<file path="config.mk">
export PLATFORM = sky130hd
export DESIGN_NAME = deadlock_detection_unit
export DESIGN_NICKNAME = d
export VERILOG_FILES = /design/src/sv/ddu_pkg.sv /design/src/sv/ddu_dp.sv /design/src/sv/ddu_ctrl.sv /design/src/sv/deadlock_detection_unit.sv
export SDC_FILE = /design/constraint.sdc
export NUM_CORES = 2
export LEC_CHECK = 0
export ABC_AREA = 1
export BUFFER_PORTS_ARGS = -buffer_cell sky130_fd_sc_hd__buf_2
export CAP_MARGIN = 0
export CORE_ASPECT_RATIO = 0.9
export CORE_MARGIN = 2
export CORE_UTILIZATION = 45
export CTS_CLUSTER_DIAMETER = 80
export DETAILED_ROUTE_END_ITERATION = 6
export MAX_ROUTING_LAYER = met4
export SLEW_MARGIN = 20
export SYNTH_ARGS = -nofsm -noshare
export SYNTH_HDL_FRONTEND = slang
export SYNTH_SLANG_ARGS = --single-unit
</file>
<file path="constraint.sdc">
create_clock -name clk -period 19.4 [get_ports clk]
set_input_delay 4.85 -clock clk [delete_from_list [all_inputs] [get_ports clk]]
set_output_delay 4.85 -clock clk [all_outputs]
set_load 0.005 [all_outputs]
</file>
<file path="src/sv/ddu_pkg.sv">
package ddu_pkg;

	localparam int RES_TYPES  = 3;
	localparam int RES_W      = 16;
	localparam int PROC_W     = 4;
	localparam int APB_ADDR_W = 4;
	localparam int APB_DATA_W = 32;

	// register index, taken from paddr[3:2]
	localparam logic [1:0] REG_AVAIL0 = 2'd0;
	localparam logic [1:0] REG_AVAIL1 = 2'd1;
	localparam logic [1:0] REG_AVAIL2 = 2'd2;

	typedef logic [RES_TYPES-1:0][RES_W-1:0] res_vec_t;

	typedef struct packed {
		logic [RES_W-1:0] alloc_r0;
		logic [RES_W-1:0] alloc_r1;
		logic [RES_W-1:0] alloc_r2;
		logic [RES_W-1:0] req_r0;
		logic [RES_W-1:0] req_r1;
		logic [RES_W-1:0] req_r2;
		logic             last_row;
	} row_item_t;

	typedef struct packed {
		logic              is_safe;
		logic [PROC_W-1:0] proc_index;
		logic              last_result;
	} result_item_t;

	typedef struct packed {
		logic row_wr;
		logic run_init;
		logic scan_rd;
		logic safe_rd;
		logic unsafe_chk;
		logic out_last;
	} ddu_cmd_t;

	typedef struct packed {
		logic fit;
		logic unfin;
	} ddu_sts_t;

endpackage

</file>
<file path="src/sv/ddu_dp.sv">
module ddu_dp import ddu_pkg::*; #(
	parameter int MAX_PROCS = 16
) (
	input  logic                                                  clk,
	input  logic                                                  arst_n,
	input  ddu_cmd_t                                              cmd,
	input  logic [((MAX_PROCS > 1) ? $clog2(MAX_PROCS) : 1)-1:0] wr_addr,
	input  logic [((MAX_PROCS > 1) ? $clog2(MAX_PROCS) : 1)-1:0] rd_addr,
	input  logic [((MAX_PROCS > 1) ? $clog2(MAX_PROCS) : 1)-1:0] seq_addr,
	input  row_item_t                                             row,
	input  res_vec_t                                              avail,
	output ddu_sts_t                                              sts,
	output result_item_t                                          result,
	output logic                                                  result_stb
);

	localparam int PIDX_W = (MAX_PROCS > 1) ? $clog2(MAX_PROCS) : 1;
	localparam int CNT_W  = $clog2(MAX_PROCS + 1);
	localparam int WORK_W = RES_W + CNT_W;
	localparam int ROW_W  = 2 * RES_TYPES * RES_W;

	typedef logic [RES_TYPES-1:0][WORK_W-1:0] work_vec_t;

	logic [ROW_W-1:0]  row_mem [MAX_PROCS];
	logic [PROC_W-1:0] seq_mem [MAX_PROCS];

	logic [ROW_W-1:0]     row_s1;
	logic [PIDX_W-1:0]    pidx_s1;
	logic                 eval_s1;
	work_vec_t            work_q;
	logic [MAX_PROCS-1:0] mask_q;
	result_item_t         result_q;
	logic                 result_stb_q;

	res_vec_t   alloc_s1;
	res_vec_t   req_s1;
	logic       fits;
	logic       fit;
	logic       unfin;

	// row layout: allocation in the upper half, request in the lower half
	assign alloc_s1 = res_vec_t'(row_s1[ROW_W-1 -: RES_TYPES*RES_W]);
	assign req_s1   = res_vec_t'(row_s1[RES_TYPES*RES_W-1:0]);

	always_comb begin
		fits = 1'b1;
		for (int k = 0; k < RES_TYPES; k++) begin
			if (WORK_W'(req_s1[k]) > work_q[k]) begin
				fits = 1'b0;
			end
		end
	end

	assign fit   = eval_s1 && !mask_q[pidx_s1] && fits;
	assign unfin = !mask_q[rd_addr];

	assign sts.fit   = fit;
	assign sts.unfin = unfin;

	always_ff @(posedge clk) begin
		if (cmd.row_wr) begin
			row_mem[wr_addr] <= {row.alloc_r2, row.alloc_r1, row.alloc_r0,
				row.req_r2, row.req_r1, row.req_r0};
		end
		row_s1  <= row_mem[rd_addr];
		pidx_s1 <= rd_addr;
		if (fit) begin
			seq_mem[seq_addr] <= PROC_W'(pidx_s1);
		end
		if (cmd.safe_rd) begin
			result_q.is_safe     <= 1'b1;
			result_q.proc_index  <= seq_mem[rd_addr];
			result_q.last_result <= cmd.out_last;
		end else if (cmd.unsafe_chk) begin
			result_q.is_safe     <= 1'b0;
			result_q.proc_index  <= PROC_W'(rd_addr);
			result_q.last_result <= cmd.out_last;
		end
	end

	always_ff @(posedge clk or negedge arst_n) begin
		if (!arst_n) begin
			eval_s1      <= 1'b0;
			work_q       <= '0;
			mask_q       <= '0;
			result_stb_q <= 1'b0;
		end else begin
			eval_s1      <= cmd.scan_rd;
			result_stb_q <= cmd.safe_rd || (cmd.unsafe_chk && unfin);
			if (cmd.run_init) begin
				mask_q <= '0;
				for (int k = 0; k < RES_TYPES; k++) begin
					work_q[k] <= WORK_W'(avail[k]);
				end
			end else if (fit) begin
				mask_q[pidx_s1] <= 1'b1;
				for (int k = 0; k < RES_TYPES; k++) begin
					work_q[k] <= work_q[k] + WORK_W'(alloc_s1[k]);
				end
			end
		end
	end

	assign result     = result_q;
	assign result_stb = result_stb_q;

endmodule

</file>
<file path="src/sv/ddu_ctrl.sv">
module ddu_ctrl import ddu_pkg::*; #(
	parameter int MAX_PROCS = 16
) (
	input  logic                                                  clk,
	input  logic                                                  arst_n,
	input  logic                                                  start,
	input  logic                                                  last_row,
	input  ddu_sts_t                                              sts,
	output logic                                                  busy,
	output ddu_cmd_t                                              cmd,
	output logic [((MAX_PROCS > 1) ? $clog2(MAX_PROCS) : 1)-1:0] wr_addr,
	output logic [((MAX_PROCS > 1) ? $clog2(MAX_PROCS) : 1)-1:0] rd_addr,
	output logic [((MAX_PROCS > 1) ? $clog2(MAX_PROCS) : 1)-1:0] seq_addr
);

	localparam int PIDX_W = (MAX_PROCS > 1) ? $clog2(MAX_PROCS) : 1;
	localparam int CNT_W  = $clog2(MAX_PROCS + 1);

	localparam logic [2:0] ST_LOAD       = 3'd0;
	localparam logic [2:0] ST_SCAN       = 3'd1;
	localparam logic [2:0] ST_DRAIN      = 3'd2;
	localparam logic [2:0] ST_DECIDE     = 3'd3;
	localparam logic [2:0] ST_OUT_SAFE   = 3'd4;
	localparam logic [2:0] ST_OUT_UNSAFE = 3'd5;

	logic [2:0]        state_q;
	logic [CNT_W-1:0]  row_count_q;
	logic [CNT_W-1:0]  n_q;
	logic [PIDX_W-1:0] idx_q;
	logic [CNT_W-1:0]  done_q;
	logic [CNT_W-1:0]  emit_q;
	logic              progress_q;

	logic accept;
	logic full;
	logic idx_last;
	logic emit_last;

	assign busy      = (state_q != ST_LOAD);
	assign accept    = start && !busy;
	assign full      = (row_count_q == CNT_W'(MAX_PROCS));
	assign idx_last  = (CNT_W'(idx_q) == n_q - CNT_W'(1));
	assign emit_last = ((emit_q + CNT_W'(1)) == (n_q - done_q));

	assign wr_addr  = row_count_q[PIDX_W-1:0];
	assign rd_addr  = idx_q;
	assign seq_addr = done_q[PIDX_W-1:0];

	always_comb begin
		cmd            = '0;
		cmd.row_wr     = accept && !full;
		cmd.run_init   = accept && last_row;
		cmd.scan_rd    = (state_q == ST_SCAN);
		cmd.safe_rd    = (state_q == ST_OUT_SAFE);
		cmd.unsafe_chk = (state_q == ST_OUT_UNSAFE);
		cmd.out_last   = (state_q == ST_OUT_SAFE) ? idx_last : emit_last;
	end

	always_ff @(posedge clk or negedge arst_n) begin
		if (!arst_n) begin
			state_q     <= ST_LOAD;
			row_count_q <= '0;
			n_q         <= '0;
			idx_q       <= '0;
			done_q      <= '0;
			emit_q      <= '0;
			progress_q  <= 1'b0;
		end else begin
			if (sts.fit) begin
				done_q     <= done_q + CNT_W'(1);
				progress_q <= 1'b1;
			end
			unique case (state_q)
				ST_LOAD: begin
					if (accept) begin
						if (last_row) begin
							n_q         <= full ? row_count_q : row_count_q + CNT_W'(1);
							row_count_q <= '0;
							done_q      <= '0;
							progress_q  <= 1'b0;
							idx_q       <= '0;
							state_q     <= ST_SCAN;
						end else if (!full) begin
							row_count_q <= row_count_q + CNT_W'(1);
						end
					end
				end
				ST_SCAN: begin
					if (idx_last) begin
						state_q <= ST_DRAIN;
					end else begin
						idx_q <= idx_q + PIDX_W'(1);
					end
				end
				// last row of the pass is evaluated here
				ST_DRAIN: begin
					state_q <= ST_DECIDE;
				end
				ST_DECIDE: begin
					idx_q  <= '0;
					emit_q <= '0;
					if (done_q == n_q) begin
						state_q <= ST_OUT_SAFE;
					end else if (!progress_q) begin
						state_q <= ST_OUT_UNSAFE;
					end else begin
						progress_q <= 1'b0;
						state_q    <= ST_SCAN;
					end
				end
				ST_OUT_SAFE: begin
					if (idx_last) begin
						state_q <= ST_LOAD;
					end else begin
						idx_q <= idx_q + PIDX_W'(1);
					end
				end
				ST_OUT_UNSAFE: begin
					if (sts.unfin) begin
						emit_q <= emit_q + CNT_W'(1);
					end
					if (idx_last) begin
						state_q <= ST_LOAD;
					end else begin
						idx_q <= idx_q + PIDX_W'(1);
					end
				end
				default: begin
					state_q <= ST_LOAD;
				end
			endcase
		end
	end

	a_done_bound: assert property (@(posedge clk) disable iff (!arst_n)
		(state_q != ST_LOAD) |-> (done_q <= n_q))
		else $error("finished count exceeds row count");

	a_row_bound: assert property (@(posedge clk) disable iff (!arst_n)
		row_count_q <= CNT_W'(MAX_PROCS))
		else $error("row count beyond store depth");

	a_safe_path: assert property (@(posedge clk) disable iff (!arst_n)
		(state_q == ST_DECIDE && done_q == n_q) |=> (state_q == ST_OUT_SAFE))
		else $error("all rows finished but no safe listing");

	a_fit_in_scan: assert property (@(posedge clk) disable iff (!arst_n)
		sts.fit |-> ($past(state_q) == ST_SCAN))
		else $error("row finished outside a pass");

endmodule

</file>
<file path="src/sv/deadlock_detection_unit.sv">
// channel   ports                          transfer
// config    psel penable pwrite paddr      write at psel & penable & pwrite & pready
//           pwdata prdata pready
// rows      start busy row                 start & !busy
// results   result_stb result              a one-cycle strobe per result, no back-pressure
//
// each row is taken when start is high and busy is low; the last row starts detection and raises busy
// a pass reads the n rows in order, one row memory read per cycle, then drains and decides
// up to n passes, then a listing that steps through all n entries
// reset clears counters, finished mask, work vector and avail registers
// the results cannot be stalled; the next load starts once busy drops
module deadlock_detection_unit import ddu_pkg::*; #(
	parameter int MAX_PROCS = 16
) (
	input  logic                  clk,
	input  logic                  arst_n,
	input  logic                  psel,
	input  logic                  penable,
	input  logic                  pwrite,
	input  logic [APB_ADDR_W-1:0] paddr,
	input  logic [APB_DATA_W-1:0] pwdata,
	output logic [APB_DATA_W-1:0] prdata,
	output logic                  pready,
	input  logic                  start,
	output logic                  busy,
	input  row_item_t             row,
	output result_item_t          result,
	output logic                  result_stb
);

	localparam int PIDX_W = (MAX_PROCS > 1) ? $clog2(MAX_PROCS) : 1;

	res_vec_t          avail_q;
	ddu_cmd_t          cmd;
	ddu_sts_t          sts;
	logic [PIDX_W-1:0] wr_addr;
	logic [PIDX_W-1:0] rd_addr;
	logic [PIDX_W-1:0] seq_addr;
	logic              cfg_wr;

	assign pready = 1'b1;
	assign cfg_wr = psel && penable && pwrite && pready;

	always_ff @(posedge clk or negedge arst_n) begin
		if (!arst_n) begin
			avail_q <= '0;
		end else if (cfg_wr) begin
			unique case (paddr[3:2])
				REG_AVAIL0: avail_q[0] <= pwdata[RES_W-1:0];
				REG_AVAIL1: avail_q[1] <= pwdata[RES_W-1:0];
				REG_AVAIL2: avail_q[2] <= pwdata[RES_W-1:0];
				default: begin
				end
			endcase
		end
	end

	always_comb begin
		unique case (paddr[3:2])
			REG_AVAIL0: prdata = APB_DATA_W'(avail_q[0]);
			REG_AVAIL1: prdata = APB_DATA_W'(avail_q[1]);
			REG_AVAIL2: prdata = APB_DATA_W'(avail_q[2]);
			default:    prdata = '0;
		endcase
	end

	ddu_ctrl #(
		.MAX_PROCS(MAX_PROCS)
	) u_ctrl (
		.clk     (clk),
		.arst_n  (arst_n),
		.start   (start),
		.last_row(row.last_row),
		.sts     (sts),
		.busy    (busy),
		.cmd     (cmd),
		.wr_addr (wr_addr),
		.rd_addr (rd_addr),
		.seq_addr(seq_addr)
	);

	ddu_dp #(
		.MAX_PROCS(MAX_PROCS)
	) u_dp (
		.clk       (clk),
		.arst_n    (arst_n),
		.cmd       (cmd),
		.wr_addr   (wr_addr),
		.rd_addr   (rd_addr),
		.seq_addr  (seq_addr),
		.row       (row),
		.avail     (avail_q),
		.sts       (sts),
		.result    (result),
		.result_stb(result_stb)
	);

endmodule

</file>
==> impl_metrics.tcl <==
set metrics [dict create \
    synth_flop_type "sky130_fd_sc_hd__edfxtp_1" \
    cts_num_sinks 1863 \
    path_class "in2out" \
    cts_resized 0 \
    post_cts_setup_bufs 0 \
    multi_input_area_mm2 0.01970 \
    hp-class "reg2reg" \
    wl_um 215800 \
    cts_made_buffers 187 \
    critical_path_arrival_ns 6.20 \
    yosys_warnings 0 \
    critPathBufInv 4 \
    sequential_fraction_of_design_power_pct 39.6 \
    netSwitchingPower_mw 4.888 \
    netSwitchingFraction_pct 37.79 \
    postSynthRegisterBits 1863 \
    dpl_worst_slack_ns 8.311 \
    htree_levels 4 \
    gr-usage-all-layers_pct 25.44 \
    hold_ws_ns 0.4525 \
    synth-seq-area-share_pct 71.18 \
    final-seq-area_mm2 0.05416 \
    dp_hpwl_um 117800 \
    core-area_mm2 0.1684 \
    num_io_pins 180 \
    p_int_mw 8.046 \
    cp-start-kind "input port" \
    grt_first_pass_wirelength_um 318800 \
    wire_per_inst_um 24.81 \
    vdd.ir_drop.worst_v 0.0001353 \
    outcome "complete, no violations" \
    worst-r2r-cell-count 8 \
    layoutNonFillerInstCount 8695 \
    final_util_pct 50.62 \
    holdPathStages 2 \
    hold_path.startpoint "u_dp.result[5]" \
    rr_startpoint "u_ctrl.rd_addr[0]" \
    worstPathMaxFanout 14 \
    maximum_buffer_depth_of_the_clock_tree 3 \
    unrepaired_setup_endpoints_after_global_routing "no" \
    final_layout_size_suffix_gt1_share_pct 8.407 \
    antenna_violations_before_repair 46 \
    slew_at_the_pin_closest_to_its_max_slew_limit_ns 1.189 \
    final_critical_path_setup_slack_ns 8.347 \
    synth-edff-count 1605 \
    timing.final.hold_violations 0 \
    drt_iter0_markers 5848 \
    placement_rows 143 \
    maxSlewHeadroom_pct 20.52 \
    path_delay_family "simple AND/OR/NAND/NOR gates" \
    timing.setup.tns_ns 0 \
    post_dp_cell_area_mm2 0.07891 \
    syn-mean-instance-area_um2 12.21 \
    floorplan.die_area_mm2 0.1724 \
    crit_path_start "paddr[3]" \
    first_global_vias 47790 \
    skew_ns 0.06922 \
    design_area_mm2 0.08522 \
    layout.filler_cells 14550 \
    layout_commonest_cell "sky130_fd_sc_hd__edfxtp_1" \
    timing.reg2reg.setup_slack_ns 14.06 \
    tritoncts "built" \
    final_cycle_utilization_of_the_critical_path_pct 56.97 \
    route.antenna.remaining_nets 0 \
    postSynth.asyncResetShare_pct 8.427 \
    detail_route.drc_violations 0 \
    yosys.cell_types.count 49 \
    via_per_inst 5.811 \
    total_power_mw 12.93 \
    slowest_stage "sky130_fd_sc_hd__nor2_1" \
    io_buffer_count 144 \
    worst_r2r_endpoint "u_dp.row_s1[46]" \
    hold_critical_path_endpoint "u_dp.result[5]" \
    chipHeight_um 394.1 \
    place_congestion 0.9578 \
    timing.final.setup_violations 0 \
    cts_hold_buffers 0 \
    via_count 50530 \
    netlist_instances 6228 \
    post_synth_instance_area_mm2 0.07607 \
    area.growth.synth_to_final_pct 12.02 \
    static-leakage-power_nw 29.50 \
    timing.max_cap.violations 0 \
    initial_core_util_pct 45.18 \
    comb_power_share_pct 32.3 \
    drv_slew 0 \
    timing.final.crit_period_ns 11.05 \
    layout.nets 6514 \
    grt_start_max_net_pins 206 \
    cts_root_buf "sky130_fd_sc_hd__clkbuf_16" \
    clk_transition_reported_paths_ns 0.06 \
    grt-ovfl-total 0 \
    dieWidth_um 437.4 \
    max_stage_delay_ns 0.65 \
    dp_cells 8317 \
    achievable-frequency_ghz 0.09048 \
    insertion_delay_ns 0.85 \
    layout_common_cells "1,605 x sky130_fd_sc_hd__edfxtp_1, 985 x sky130_fd_sc_hd__o21ai_0, 956 x sky130_fd_sc_hd__nor2_1" \
    drt_pre_antenna_iters 6 \
    critPathCaptureType "output port" \
    pwr_density_cell_mw_per_mm2 151.8 \
    data_required_time_of_the_critical_path_ns 14.55 \
    cp_cell_sequence "buf_2 -> inv_1 -> nor2_1 -> inv_1 -> o211ai_1 -> buf_2" \
    clockPowerShare_pct 28.1 \
]
kinds of logic after synthesis:
| kind of cell | Yosys count | synth area share, % |
|---|---|---|
| AO/OA/AOI/OAI | 1595 | 12.55 |
| XOR/XNOR | 60 | 0.6908 |
| adder cells (fa/ha/maj) | 115 | 1.931 |
| buffers and inverters | 608 | 3.171 |
| flip-flops | 1863 | 71.18 |
| multiplexers | 1 | 0.01480 |
| other | 2 | 0.009872 |
| AND/OR/NAND/NOR | 1984 | 10.45 |
Yosys cell counts, types with 38 or more instances:
master / n / share of area, %
sky130_fd_sc_hd__o221ai_1: 305 / 3.5
sky130_fd_sc_hd__nand3_1: 218 / 1.4
sky130_fd_sc_hd__clkbuf_1: 321 / 1.6
sky130_fd_sc_hd__a21oi_1: 92 / 0.61
sky130_fd_sc_hd__buf_2: 38 / 0.25
sky130_fd_sc_hd__ha_1: 111 / 1.8
sky130_fd_sc_hd__nand2_1: 709 / 3.5
sky130_fd_sc_hd__dfrtp_1: 157 / 5.2
sky130_fd_sc_hd__edfxtp_1: 1605 / 63
sky130_fd_sc_hd__dfxtp_1: 101 / 2.7
sky130_fd_sc_hd__nor2_1: 970 / 4.8
sky130_fd_sc_hd__inv_1: 204 / 1.0
sky130_fd_sc_hd__o211ai_1: 92 / 0.91
sky130_fd_sc_hd__o21ai_0: 985 / 6.5
sky130_fd_sc_hd__o22ai_1: 98 / 0.81
sequential cells by signal, summed over array words and instances, names as in the netlist:
name,cells
u_dp.row_mem,1536
u_dp.row_s1,96
u_dp.seq_mem,64
u_dp.work_q,63
avail_q,48
u_dp.mask_q,16
u_dp.result,6
u_ctrl.done_q,5
u_ctrl.emit_q,5
u_ctrl.n_q,5
u_ctrl.row_count_q,5
u_ctrl.rd_addr,4
u_dp.pidx_s1,4
u_ctrl.state_q,3
u_ctrl.progress_q,1
u_dp.eval_s1,1
u_dp.result_stb,1
power groups by stage:
| stage | logic, mW | registers, mW | clock network (mW) |
|---|---|---|---|
| after floorplan | 2.92 | 4.96 | 0 |
| after global placement | 4.05 | 5.19 | 0 |
| after detailed placement | 4.12 | 5.20 | 0 |
| after CTS | 4.14 | 5.11 | 3.69 |
| after global routing | 4.68 | 5.14 | 3.85 |
| final | 4.17 | 5.12 | 3.64 |
worst reg2reg max path, cell delays in order, from the launching register on:
cell and delay, ns:
sky130_fd_sc_hd__dfrtp_4 0.78, sky130_fd_sc_hd__inv_8 0.66, sky130_fd_sc_hd__buf_4 0.89, sky130_fd_sc_hd__buf_4 0.87, sky130_fd_sc_hd__buf_4 0.93, sky130_fd_sc_hd__o21ai_0 0.24
sky130_fd_sc_hd__o221ai_1 0.21, sky130_fd_sc_hd__nand3_1 0.13, sky130_fd_sc_hd__nand2_1 0.45
final cells by class:
class                      count  area share, %
multi-input combinational   3772          23.12
sequential                  1863          63.56
timing repair buffer         224          1.708
clock inverter               102          1.339
antenna                       25        0.07341
clock buffer                 250          5.946
tap                         2247          3.299
inverter                     212         0.9631
per-layer routing:
layer | vias to the layer above | wire length, um | global-route usage [%]
li1 | 22910 | - | -
met1 | 25360 | 98270 | 37.17
met2 | 1952 | 97000 | 37.35
met3 | 311 | 16250 | 4.133
met4 | 0 | 4239 | 6.010
met5 | - | 0 | -
how the worst max path moves through the flow:
stage | end | slack (ns) | cells after the start
5_1_grt | prdata[2] | 8.20 | 6
4_1_cts | prdata[8] | 8.31 | 6
3_3_place_gp | prdata[14] | 8.32 | 6
3_5_place_dp | prdata[8] | 8.31 | 6
6_report | prdata[8] | 8.35 | 6
2_1_floorplan | u_dp.row_mem[3][0] | 7.05 | 4
Note: power is estimated with default switching activity, not from simulation.
